**src/rtl/lspk_pkg.sv**
```systemverilog
// Shared types, constants and helpers for the LED sparkle frame engine.
package lspk_pkg;

  localparam int MAX_LEDS     = 64;
  localparam int LED_IDX_W    = $clog2(MAX_LEDS);
  localparam int LED_CNT_W    = LED_IDX_W + 1;
  localparam int TRAIL_LENGTH = 6;
  localparam int TRAIL_W      = 3;
  localparam int POS_W        = 9;

  localparam logic [7:0] STAR_SAT   = 8'd150;
  localparam logic [7:0] STAR_HEAD  = 8'd255;
  localparam logic [7:0] STAR_DECAY = 8'd45;

  localparam logic signed [POS_W-1:0] STAR_MARGIN = 9'sd5;
  localparam logic signed [POS_W-1:0] STAR_STEP   = 9'sd2;

  localparam logic [6:0]  RST_LED_COUNT    = 7'd32;
  localparam logic [9:0]  RST_FRAME_PERIOD = 10'd25;
  localparam logic [7:0]  RST_FADE_IN      = 8'd20;
  localparam logic [7:0]  RST_FADE_OUT     = 8'd8;
  localparam logic [6:0]  RST_TWINKLE_PCT  = 7'd15;
  localparam logic [6:0]  RST_STAR_PCT     = 7'd5;
  localparam logic [15:0] RST_STAR_COOL    = 16'd3000;
  localparam logic [7:0]  RST_TWINKLE_SAT  = 8'd180;

  typedef logic signed [POS_W-1:0] pos_t;

  typedef enum logic [2:0] {
    REG_LED_COUNT    = 3'd0,
    REG_FRAME_PERIOD = 3'd1,
    REG_FADE_IN      = 3'd2,
    REG_FADE_OUT     = 3'd3,
    REG_TWINKLE_PCT  = 3'd4,
    REG_STAR_PCT     = 3'd5,
    REG_STAR_COOL    = 3'd6,
    REG_TWINKLE_SAT  = 3'd7
  } cfg_reg_t;

  typedef enum logic [1:0] {
    ST_IDLE,
    ST_CHECK,
    ST_WALK
  } state_t;

  // One LED's stored state.
  typedef struct packed {
    logic [7:0] level;
    logic [7:0] target;
    logic [7:0] hue;
  } led_entry_t;

  // Per-frame context handed to the pixel update.
  typedef struct packed {
    logic                 arm;
    logic [LED_IDX_W-1:0] spawn_led;
    logic [7:0]           spawn_level;
    logic [7:0]           spawn_hue;
    logic [7:0]           fade_in;
    logic [7:0]           fade_out;
    logic [7:0]           twinkle_sat;
    logic                 star_on;
    pos_t                 star_pos;
    logic                 star_down;
    logic [7:0]           star_hue;
  } frame_ctx_t;

  function automatic logic [7:0] trail_value(input logic [TRAIL_W-1:0] t);
    logic [15:0] drop;
    drop = 16'(STAR_DECAY) * 16'(t);
    return STAR_HEAD - drop[7:0];
  endfunction

endpackage

```
**src/rtl/lspk_store.sv**
```systemverilog
// LED state memory: level, target and hue per LED, registered read, data valid the cycle after rd_en.
module lspk_store import lspk_pkg::*; (
  input  logic                 clk,
  input  logic                 rst,
  input  logic                 rd_en,
  input  logic [LED_IDX_W-1:0] rd_addr,
  output led_entry_t           rd_data,
  input  logic                 wr_en,
  input  logic [LED_IDX_W-1:0] wr_addr,
  input  led_entry_t           wr_data
);

  led_entry_t          mem [MAX_LEDS];
  logic [MAX_LEDS-1:0] written;
  led_entry_t          rdata;
  logic                rvalid;

  always_ff @(posedge clk) begin
    if (wr_en) begin
      mem[wr_addr] <= wr_data;
    end
    if (rd_en) begin
      rdata <= mem[rd_addr];
    end
  end

  // entries never written read as zero
  always_ff @(posedge clk) begin
    if (rst) begin
      written <= '0;
      rvalid  <= 1'b0;
    end else begin
      if (wr_en) begin
        written[wr_addr] <= 1'b1;
      end
      if (rd_en) begin
        rvalid <= written[rd_addr];
      end
    end
  end

  assign rd_data = rvalid ? rdata : '0;

endmodule

```
**src/rtl/lspk_pixel.sv**
```systemverilog
// Per-LED update: twinkle arm, fade toward target, star trail overlay.
module lspk_pixel import lspk_pkg::*; (
  input  led_entry_t           cur,
  input  logic [LED_IDX_W-1:0] idx,
  input  frame_ctx_t           ctx,
  output led_entry_t           upd,
  output logic [7:0]           hue,
  output logic [7:0]           sat,
  output logic [7:0]           val
);

  logic [7:0] lv, tg, hu, lv_n, tg_n;
  logic [8:0] sum;
  pos_t       idx_pos, t;
  logic       hit;

  always_comb begin
    lv = cur.level;
    tg = cur.target;
    hu = cur.hue;
    if (ctx.arm && idx == ctx.spawn_led && tg == 8'd0) begin
      tg = ctx.spawn_level;
      hu = ctx.spawn_hue;
    end

    sum = {1'b0, lv} + {1'b0, ctx.fade_in};
    if (lv < tg) begin
      lv_n = (sum > {1'b0, tg}) ? tg : sum[7:0];
    end else if (lv > tg) begin
      lv_n = (lv > ctx.fade_out) ? lv - ctx.fade_out : 8'd0;
    end else begin
      lv_n = lv;
    end
    tg_n = (lv_n >= tg && tg != 8'd0) ? 8'd0 : tg;

    upd.level  = lv_n;
    upd.target = tg_n;
    upd.hue    = hu;

    idx_pos = pos_t'({{(POS_W-LED_IDX_W){1'b0}}, idx});
    t   = ctx.star_down ? (idx_pos - ctx.star_pos) : (ctx.star_pos - idx_pos);
    hit = ctx.star_on && !t[POS_W-1] && (t < pos_t'(TRAIL_LENGTH));

    if (hit) begin
      hue = ctx.star_hue;
      sat = STAR_SAT;
      val = trail_value(t[TRAIL_W-1:0]);
    end else if (lv_n != 8'd0) begin
      hue = hu;
      sat = ctx.twinkle_sat;
      val = lv_n;
    end else begin
      hue = 8'd0;
      sat = 8'd0;
      val = 8'd0;
    end
  end

endmodule

```
**src/rtl/led_sparkle_frame_engine_core.sv**
```systemverilog
// LED sparkle frame engine: timestamp in, one HSV pixel per LED in use out per rendered frame.
// Flow: ST_IDLE takes an item, ST_CHECK decides on a frame, and ST_WALK reads each
// LED through the single read port of the LED state memory into the output register;
// a frame of n LEDs streams one pixel per cycle while out_ready stays high. Without a
// frame ST_CHECK returns to ST_IDLE, the only state that takes a new item. Reset
// clears control state at once; LED state reads as zero until written, no clearing pass.
module led_sparkle_frame_engine_core import lspk_pkg::*; (
  input  logic                 clk,
  input  logic                 rst,
  input  logic                 cfg_valid,
  output logic                 cfg_ready,
  input  logic [2:0]           cfg_index,
  input  logic [15:0]          cfg_data,
  input  logic                 in_valid,
  output logic                 in_ready,
  input  logic [31:0]          now_ms,
  input  logic [6:0]           spawn_roll,
  input  logic [5:0]           spawn_led,
  input  logic [7:0]           spawn_level,
  input  logic [7:0]           spawn_hue,
  input  logic [6:0]           star_roll,
  input  logic                 star_side,
  input  logic [7:0]           star_hue_draw,
  output logic                 out_valid,
  input  logic                 out_ready,
  output logic [5:0]           led_index,
  output logic [7:0]           pixel_hue,
  output logic [7:0]           pixel_saturation,
  output logic [7:0]           pixel_value,
  output logic                 last_pixel
);

  // configuration
  logic [6:0]  led_count;
  logic [9:0]  frame_period_ms;
  logic [7:0]  fade_in_step, fade_out_step;
  logic [6:0]  twinkle_chance, star_chance;
  logic [15:0] star_cooldown_ms;
  logic [7:0]  twinkle_saturation;

  // captured item
  logic [31:0]          now_r;
  logic [6:0]           spawn_roll_r, star_roll_r;
  logic [LED_IDX_W-1:0] spawn_led_r;
  logic [7:0]           spawn_level_r, spawn_hue_r, star_hue_r;
  logic                 star_side_r;

  // persistent star and timing state
  logic        star_active, star_moves_down;
  pos_t        star_position;
  logic [7:0]  star_hue;
  logic [31:0] last_frame_ms, last_star_ms;

  state_t     state, state_next;
  frame_ctx_t ctx;

  logic [LED_CNT_W-1:0] n;
  logic [LED_IDX_W-1:0] last_idx;
  logic [LED_CNT_W-1:0] issue_idx;
  logic [LED_IDX_W-1:0] rd_idx;
  logic                 rd_pend;
  logic                 issue, consume, want;

  logic [31:0] frame_gap, star_gap;
  logic        frame_go, star_go;
  pos_t        start_pos, cur_pos, moved_pos, end_pos;
  logic        cur_down, cur_active;
  logic [7:0]  cur_hue;

  led_entry_t rd_data, upd;
  logic [7:0] px_hue, px_sat, px_val;

  assign cfg_ready = 1'b1;
  assign in_ready  = (state == ST_IDLE);

  always_ff @(posedge clk) begin
    if (rst) begin
      led_count          <= RST_LED_COUNT;
      frame_period_ms    <= RST_FRAME_PERIOD;
      fade_in_step       <= RST_FADE_IN;
      fade_out_step      <= RST_FADE_OUT;
      twinkle_chance     <= RST_TWINKLE_PCT;
      star_chance        <= RST_STAR_PCT;
      star_cooldown_ms   <= RST_STAR_COOL;
      twinkle_saturation <= RST_TWINKLE_SAT;
    end else if (cfg_valid) begin
      case (cfg_reg_t'(cfg_index))
        REG_LED_COUNT:    led_count          <= cfg_data[6:0];
        REG_FRAME_PERIOD: frame_period_ms    <= cfg_data[9:0];
        REG_FADE_IN:      fade_in_step       <= cfg_data[7:0];
        REG_FADE_OUT:     fade_out_step      <= cfg_data[7:0];
        REG_TWINKLE_PCT:  twinkle_chance     <= cfg_data[6:0];
        REG_STAR_PCT:     star_chance        <= cfg_data[6:0];
        REG_STAR_COOL:    star_cooldown_ms   <= cfg_data;
        REG_TWINKLE_SAT:  twinkle_saturation <= cfg_data[7:0];
        default: ;
      endcase
    end
  end

  // LEDs in use, clamped to 1..MAX_LEDS
  always_comb begin
    if (led_count == '0) begin
      n = LED_CNT_W'(1);
    end else if (led_count > LED_CNT_W'(MAX_LEDS)) begin
      n = LED_CNT_W'(MAX_LEDS);
    end else begin
      n = led_count;
    end
    last_idx = LED_IDX_W'(n - LED_CNT_W'(1));
  end

  // frame and star decisions
  always_comb begin
    frame_gap  = now_r - last_frame_ms;
    star_gap   = now_r - last_star_ms;
    frame_go   = frame_gap >= {22'd0, frame_period_ms};
    star_go    = !star_active && (star_gap > {16'd0, star_cooldown_ms}) &&
                 (star_roll_r < star_chance);
    start_pos  = star_side_r ? pos_t'({{(POS_W-LED_IDX_W){1'b0}}, last_idx}) : '0;
    cur_pos    = star_go ? start_pos : star_position;
    cur_down   = star_go ? (start_pos != '0) : star_moves_down;
    cur_active = star_active || star_go;
    cur_hue    = star_go ? star_hue_r : star_hue;
    moved_pos  = cur_down ? (cur_pos - STAR_STEP) : (cur_pos + STAR_STEP);
    end_pos    = pos_t'({{(POS_W-LED_CNT_W){1'b0}}, n}) + STAR_MARGIN;
  end

  // walk handshake: one memory read in flight, drained into the output register
  assign want    = (state == ST_WALK) && (issue_idx < n);
  assign consume = rd_pend && (!out_valid || out_ready);
  assign issue   = want && (!rd_pend || consume);

  always_comb begin
    state_next = state;
    case (state)
      ST_IDLE:  if (in_valid) state_next = ST_CHECK;
      ST_CHECK: state_next = frame_go ? ST_WALK : ST_IDLE;
      ST_WALK:  if (consume && rd_idx == last_idx) state_next = ST_IDLE;
      default:  state_next = ST_IDLE;
    endcase
  end

  always_ff @(posedge clk) begin
    if (rst) begin
      state <= ST_IDLE;
    end else begin
      state <= state_next;
    end
  end

  always_ff @(posedge clk) begin
    if (in_valid && in_ready) begin
      now_r         <= now_ms;
      spawn_roll_r  <= spawn_roll;
      spawn_led_r   <= spawn_led;
      spawn_level_r <= spawn_level;
      spawn_hue_r   <= spawn_hue;
      star_roll_r   <= star_roll;
      star_side_r   <= star_side;
      star_hue_r    <= star_hue_draw;
    end
  end

  always_ff @(posedge clk) begin
    if (rst) begin
      star_active     <= 1'b0;
      star_moves_down <= 1'b0;
      star_position   <= '0;
      star_hue        <= 8'd0;
      last_frame_ms   <= 32'd0;
      last_star_ms    <= 32'd0;
      ctx             <= '0;
    end else if (state == ST_CHECK && frame_go) begin
      last_frame_ms   <= now_r;
      ctx.arm         <= spawn_roll_r < twinkle_chance;
      ctx.spawn_led   <= spawn_led_r;
      ctx.spawn_level <= spawn_level_r;
      ctx.spawn_hue   <= spawn_hue_r;
      ctx.fade_in     <= fade_in_step;
      ctx.fade_out    <= fade_out_step;
      ctx.twinkle_sat <= twinkle_saturation;
      ctx.star_on     <= cur_active;
      ctx.star_pos    <= cur_pos;
      ctx.star_down   <= cur_down;
      ctx.star_hue    <= cur_hue;
      if (star_go) begin
        last_star_ms <= now_r;
      end
      // the star moves after this frame's trail is drawn
      if (cur_active) begin
        star_position   <= moved_pos;
        star_moves_down <= cur_down;
        star_hue        <= cur_hue;
        star_active     <= !((moved_pos < -STAR_MARGIN) || (moved_pos >= end_pos));
      end
    end
  end

  always_ff @(posedge clk) begin
    if (rst) begin
      issue_idx <= '0;
      rd_pend   <= 1'b0;
      rd_idx    <= '0;
    end else if (state == ST_CHECK) begin
      issue_idx <= '0;
      rd_pend   <= 1'b0;
    end else if (issue) begin
      issue_idx <= issue_idx + LED_CNT_W'(1);
      rd_idx    <= issue_idx[LED_IDX_W-1:0];
      rd_pend   <= 1'b1;
    end else if (consume) begin
      rd_pend <= 1'b0;
    end
  end

  lspk_store u_store (
    .clk     (clk),
    .rst     (rst),
    .rd_en   (issue),
    .rd_addr (issue_idx[LED_IDX_W-1:0]),
    .rd_data (rd_data),
    .wr_en   (consume),
    .wr_addr (rd_idx),
    .wr_data (upd)
  );

  lspk_pixel u_pixel (
    .cur (rd_data),
    .idx (rd_idx),
    .ctx (ctx),
    .upd (upd),
    .hue (px_hue),
    .sat (px_sat),
    .val (px_val)
  );

  always_ff @(posedge clk) begin
    if (rst) begin
      out_valid <= 1'b0;
    end else if (consume) begin
      out_valid <= 1'b1;
    end else if (out_ready) begin
      out_valid <= 1'b0;
    end
  end

  always_ff @(posedge clk) begin
    if (consume) begin
      led_index        <= rd_idx;
      pixel_hue        <= px_hue;
      pixel_saturation <= px_sat;
      pixel_value      <= px_val;
      last_pixel       <= (rd_idx == last_idx);
    end
  end

endmodule
```
**config.mk**
```make
export PLATFORM = sky130hd
export DESIGN_NAME = led_sparkle_frame_engine_core
export DESIGN_NICKNAME = d
export VERILOG_FILES = /design/src/rtl/lspk_pkg.sv /design/src/rtl/lspk_store.sv /design/src/rtl/lspk_pixel.sv /design/src/rtl/led_sparkle_frame_engine_core.sv
export SDC_FILE = /design/constraint.sdc
export NUM_CORES = 2
export LEC_CHECK = 0
export ABC_CLOCK_PERIOD_IN_PS = 17400
export CORE_MARGIN = 3
export CORE_UTILIZATION = 40
export CTS_BUF_LIST = sky130_fd_sc_hd__clkbuf_2 sky130_fd_sc_hd__clkbuf_4 sky130_fd_sc_hd__clkbuf_8
export CTS_CLUSTER_SIZE = 20
export DETAILED_ROUTE_END_ITERATION = 8
export DONT_BUFFER_PORTS = 1
export GPL_TIMING_DRIVEN = 1
export PLACE_DENSITY = 0.6
export SETUP_SLACK_MARGIN = 0.2
export SYNTH_ARGS = -nofsm -noshare
export SYNTH_HDL_FRONTEND = slang
export SYNTH_SLANG_ARGS = --single-unit
```
**constraint.sdc**
```tcl
create_clock -name clk -period 17.4 [get_ports clk]
set_clock_uncertainty 0.15 [all_clocks]
set_input_delay 1.74 -clock clk [delete_from_list [all_inputs] [get_ports clk]]
set_output_delay 1.74 -clock clk [all_outputs]
set_load 0.005 [all_outputs]
```
Yosys cells after proc, flatten, opt, wreduce, memory -nomap -nowiden
Memories as Yosys holds them, arrays and structs flattened. A register that Yosys moved wholly into a read port is not among the register bits.
Cells that the tools add are included.
- bits in registers: 410
- bits in writable memories: 1536
- bits of input ports: 101
- output and inout bits: 34
- logic and storage cells: 174
- memories: 1
- $add $sub $neg: 12
- multiply operators: 1
- $lt $le $gt $ge: 17
- equality and inequality tests: 13
- muxes and demuxes: 35
- bitwise gates (word level): 3
- reduce and logical (&&, ||, !) cells: 46
- memory list (memory ; words ; width ; rd ports ; clocked after Yosys merged registers in ; wr ports ; line ; text):
    u_store.mem ; 64 ; 24 ; 1 ; 1 ; 1 ; lspk_store.sv:13 ; led_entry_t mem [MAX_LEDS];
- operators by type and width (cell ; count):
    8-bit two-way mux ; 13
    64-bit OR ; 1
    32-bit subtractor ; 2
    32-bit by 10-bit >= comparator with 1-bit output ; 1
    32-bit by 16-bit greater-than comparator with 1-bit output ; 1
    9-bit two-way mux ; 3
    24-bit two-way mux ; 1
    2-bit AND reduction ; 12
    7-bit less-than comparator ; 3
    9-bit by 4-bit less-than comparator with 1-bit output, second input constant ; 2
    8-bit greater-than comparator ; 2
    8-bit nonzero test ; 2
    1-bit logical AND ; 14
    6-bit by 7-bit less-than comparator with 1-bit output, second input constant ; 2
    7-bit two-way mux ; 2
    3-bit == test, second input constant ; 4
    6-bit == test ; 2
    8-bit by 8-bit adder with 9-bit output ; 1
    9-bit by 3-bit adder with 9-bit output, second input constant ; 1
    9-bit >= comparator ; 1
    9-bit by 8-bit greater-than comparator with 1-bit output ; 1
    1-bit two-way mux ; 9
    9-bit nonzero test ; 1
    7-bit by 9-bit subtractor with 9-bit output ; 1
    32 further kinds ; 45

Logic depth before layout (Yosys ltp)
- depth after elaboration: 11
- gate-level depth with buffers: 35

Hierarchy
A second synthesis with hierarchy kept.
- cell total of the unflattened synthesis: 4916
- area, all modules: 82664.3 um2
- by module, submodules not included (module ; instances ; cells an instance ; area each (um2)):
    lspk_store ; 1 ; 2604 ; 61804.3
    led_sparkle_frame_engine_core ; 1 ; 1878 ; 17540.6
    lspk_pixel ; 1 ; 434 ; 3319.4

Worst setup path after synthesis
No wires, ideal clock.
- kind: register to register
- start: register, netlist name u_store.rdata[9]
- end: memory u_store.mem[0][8] (netlist name), data pin
- setup time: 0.515 ns
- data arrival time: 9.179 ns
- path slack: 7.556 ns
- cell stages (with the launch flop): 34
- path buffers: 3
- period minus slack after synthesis: 9.844 ns
- cell sequence: edfxtp_1 or4_1 o31a_1 nor3_1 clkbuf_1 a22oi_1 ha_1 nor2b_1 o21a_1 o21a_1 o21a_1 o21a_1 o21a_1 o21a_1 o22ai_1 nand3b_1 buf_2 mux2_2 nor2_1 a21oi_1 inv_1 ha_1 nand2b_1 a21o_1 a21oi_1 nor2b_1 o21ai_0 nand2b_1 a21oi_1 nor2b_1 o21ai_0 nand2b_1 clkbuf_1 nor2b_1
- word-level cells in the longest chain between the ends: 10
- RTL lines (what ; line ; text):
    24-bit two-way mux * ; lspk_store.sv:42 ; assign rd_data = rvalid ? rdata : '0;
    8-bit logical NOT ; lspk_pixel.sv:21 ; if (ctx.arm && idx == ctx.spawn_led && tg == 8'd0) begin
    1-bit logical AND ; lspk_pixel.sv:21 ;
    8-bit two-way mux * ; lspk_pixel.sv:21 ;
    9-bit by 8-bit greater-than comparator with 1-bit output / 8-bit greater-than comparator (equally long branches) ; lspk_pixel.sv:28, lspk_pixel.sv:29 ;
    8-bit two-way mux (on tied branches) ; lspk_pixel.sv:28, lspk_pixel.sv:29 ;
    8-bit two-way mux * ; lspk_pixel.sv:27 ; if (lv < tg) begin
    net u_pixel.lv_n[0] ; lspk_pixel.sv:12 ; logic [7:0] lv, tg, hu, lv_n, tg_n;
    8-bit >= comparator * ; lspk_pixel.sv:34 ; tg_n = (lv_n >= tg && tg != 8'd0) ? 8'd0 : tg;
    1-bit logical AND * ; lspk_pixel.sv:34 ;
    8-bit two-way mux * ; lspk_pixel.sv:34 ;
    net u_pixel.tg_n[0] ; lspk_pixel.sv:12 ;
    end, declared ; lspk_store.sv:13 ;
The timed path passes the listed nets; every way through them passes the cells marked *.

Worst setup path in the final report
- start: register u_store.rvalid
- end: memory u_store.mem[59][10] (netlist name), data pin
- word-level cells in the longest chain between the ends: 10
- RTL lines (what ; line ; text):
    start, declared ; lspk_store.sv:16 ; logic rvalid;
    start signal, assigned ; lspk_store.sv:37 ; rvalid <= written[rd_addr];
    24-bit two-way mux * ; lspk_store.sv:42 ;
    branches (longest 5 deep; another with 8-bit by 8-bit adder with 9-bit output) ; n/a ;
    8-bit two-way mux * ; lspk_pixel.sv:27 ;
    net u_pixel.lv_n[2] ; lspk_pixel.sv:12 ;
    8-bit >= comparator * ; lspk_pixel.sv:34 ;
    1-bit logical AND * ; lspk_pixel.sv:34 ;
    8-bit two-way mux * ; lspk_pixel.sv:34 ;
    net u_pixel.tg_n[2] ; lspk_pixel.sv:12 ;
Mark *: on every way through the listed nets, which the timed path passes.

==> results.cfg <==
[sta]
min_period_over_period_pct = 49.1
worst_pin_slew_ns = 1.27
setup_tns_ns = 0
setup_viol = 0
rsz0062_at_grt = no
fin_crit_ns = 8.55
max_slew_margin_pct = 15.6
timing.fmax_mhz = 117
hold_viol = 0
final_max_slew_viol_count = 0

[yosys]
syn_inst = 4885
ys.flop_type = edfxtp_1
yosys.area.top_type_share_pct = 61.2
ys_ff_latch = 1970
seq_area_frac_synth_pct = 68.6
syn-cell-area_sq_um = 81900
synthArstFlopShare_pct = 0
yosysWarnings = 0
synth-edff-count = 1668
syn_area_per_cell_sq_um = 16.8
synth.largest_area_cell = edfxtp_1
synth_area_leaders = edfxtp_1 61%, mux4_2 14%, dfxtp_1 7.4%
netlist-cell-type-count = 85

[run_status]
status = completed

[setup_path]
startpoint_type = flop
cp.required_ns = 17.95
crit_top_cell = o21a_1
path_class = reg2reg
cpPeakStageDelay_ns = 0.86
critPathSlowestCell = dfxtp_1
cp-end-kind = flop
arrival_ns = 9.10
critPathMaxFanout = 66

[detailed_routing]
wire_per_inst_microns = 27.3
first_iter_violations = 4573
drc_errors = 0
vias = 44595
wl_microns = 219000
ant_nets = 0
dr.pass1.iters = 5
viasPerCell = 5.57

[die]
fp-row-count = 165
num_io_pins = 135
fp.coreArea_sq_um = 203000
fp.dieW_microns = 458
initial_core_util_pct = 40.4
die_h_microns = 458
die-area_sq_um = 210000

[grt]
overflow = 0
grt_start_max_net_pins = 296
grt_use_total_pct = 20.7
grt_first_pass_wirelength_microns = 315000
grt_util_met1_pct = 27.2
gr-usage-met2_pct = 32.5
antenna_found_initial = 27
grt_pass1_vias = 45021
grt.met3_usage_pct = 6.17
busiest_layer = met2

[clocking]
cts.clk_slew.worst_paths_ns = 0.06
holdBufCountCts = 0
insertion_delay_ns = 1.03
cts_tree = built
post_cts_buffers = 0
cts_buffer_depth = 4
numCtsBuffers = 340
cts_sinks = 1970
ctsResizeCount = 0
cts-root-buf = clkbuf_8
h-tree-depth = 5

[placed_design]
hpwl_microns = 126000
port_buffers = 0
routabilityCongestion = 0.867

[layout]
drive_above_1_share_pct = 24.3
layout_commonest_cell = edfxtp_1
num-nets-final = 5372
final_cell_mix = 1668 x edfxtp_1, 525 x mux4_2, 369 x clkbuf_8, 342 x nand2_1, 337 x nor2_1
area_growth_pct = 12.6

[pwr]
total_power_mw = 9.72
vdd_drop_max_uv = 62.8
p_leak_nw = 29.4
powerDensity_nw_per_um2 = 105

[min_path]
min_path_type = reg2reg

[run]
maxCapViolations = 0
power by group:
group	switching, mW	internal [mW]
sequential	0.0331	5.11
combinational	0.317	0.217
clock	1.83	2.22
total	2.18	7.55
final timing paths:
kind / from / end / slack, ns / cells past startpoint
setup / recovery: u_store.rvalid$_SDFFE_PP0P_ / u_store.mem[59][10]$_DFFE_PP_ / 8.85 / 29
hold / removal: fade_out_step[6]$_SDFFE_PP0P_ / ctx[33]$_SDFFE_PP0P_ / 0.26 / 2
setup reg to reg: u_store.rvalid$_SDFFE_PP0P_ / u_store.mem[59][10]$_DFFE_PP_ / 8.85 / 29
hold reg to reg: fade_out_step[6]$_SDFFE_PP0P_ / ctx[33]$_SDFFE_PP0P_ / 0.26 / 2
sequential cells by signal, summed over array words and instances, names as in the netlist, 8 cells and up:
| register | flops |
|---|---|
| ctx | 66 |
| fade_in_step | 8 |
| fade_out_step | 8 |
| frame_period_ms | 10 |
| last_frame_ms | 32 |
| last_star_ms | 32 |
| now_r | 32 |
| pixel_hue | 8 |
| pixel_saturation | 8 |
| pixel_value | 8 |
| spawn_hue_r | 8 |
| spawn_level_r | 8 |
| star_cooldown_ms | 16 |
| star_hue | 8 |
| star_hue_r | 8 |
| star_position | 9 |
| twinkle_saturation | 8 |
| u_store.mem | 1536 |
| u_store.rdata | 24 |
| u_store.written | 64 |
area by class of cell:
type	instances	area, sq um
Fill cell	17326	111000
Clock inverter	103	488
Sequential cell	1970	56200
Inverter	195	733
Timing Repair Buffer	97	791
Multi-Input combinational cell	2478	24700
Clock buffer	493	6010
Antenna cell	5	12.5
Tap cell	2672	3340
synthesized netlist by cell type (all sizes together) (4+ instances only):
library cell and number:
dfxtp 302, clkbuf 185, nor3b 6, nand3b 10, a21oi 261, nor2 408, o21bai 17, o21ai 73
nand4 29, inv 194, o2111ai 6, a2111oi 5, a31oi 9, nor2b 28, nor3 36, mux2i 89
mux4 525, xnor2 56, nand3 37, ha 182, and3b 4, a22o 9, a21o 57, and2 15
and3 4, a22oi 16, o21a 27, a211oi 28, mux2 11, a41oi 4, nor4 5, xor2 30
nand2 342, edfxtp 1668, or2 10, or3 10, fa 7, o211ai 17, nand2b 28, o22ai 9
a211o 21, and4 4, buf 58
cell families (layout without fill, tap and decap cells):
logic type	Yosys count	in the layout	synth area share [%]
xor+xnor	86	86	0.920
compound gates	595	595	4.63
flops	1970	1970	68.6
mux	625	625	15.7
simple gates	981	981	5.17
fa+ha+maj	189	189	2.95
buf+inv	438	888	2.04
other cells	1	7	0.00458
layer usage:
metal / share of wire, % / up-vias
met5: 0.051 / -
met4: 3.7 / 18
met3: 8.9 / 397
met2: 47 / 1713
met1: 41 / 22978
li1: - / 19489
stage by stage:
stage	area (sq um)	utilization, %	hold WS (ns)	cells	worst slack, ns
after floorplan	81900	-	0.282	4886	7.56
after global placement	85700	42.3	0.288	7412	9.02
after detailed placement	85700	42.3	0.291	7412	8.93
after CTS	92200	45.5	0.258	8008	8.88
after global routing	92200	45.5	0.275	8010	8.18
final	92200	45.5	0.257	8013	8.85
critical path, delay by kind of cell (launching register included):
family                   cells  cell delay (ns)
AND/OR/NAND/NOR              9             1.63
multiplexers                 2             0.52
buffers and inverters        3             1.64
AO/OA/AOI/OAI               13             2.56
flip-flops                   1             0.86
adder cells (fa/ha/maj)      2             0.77
No activity file was read; power rests on OpenSTA's default activity.
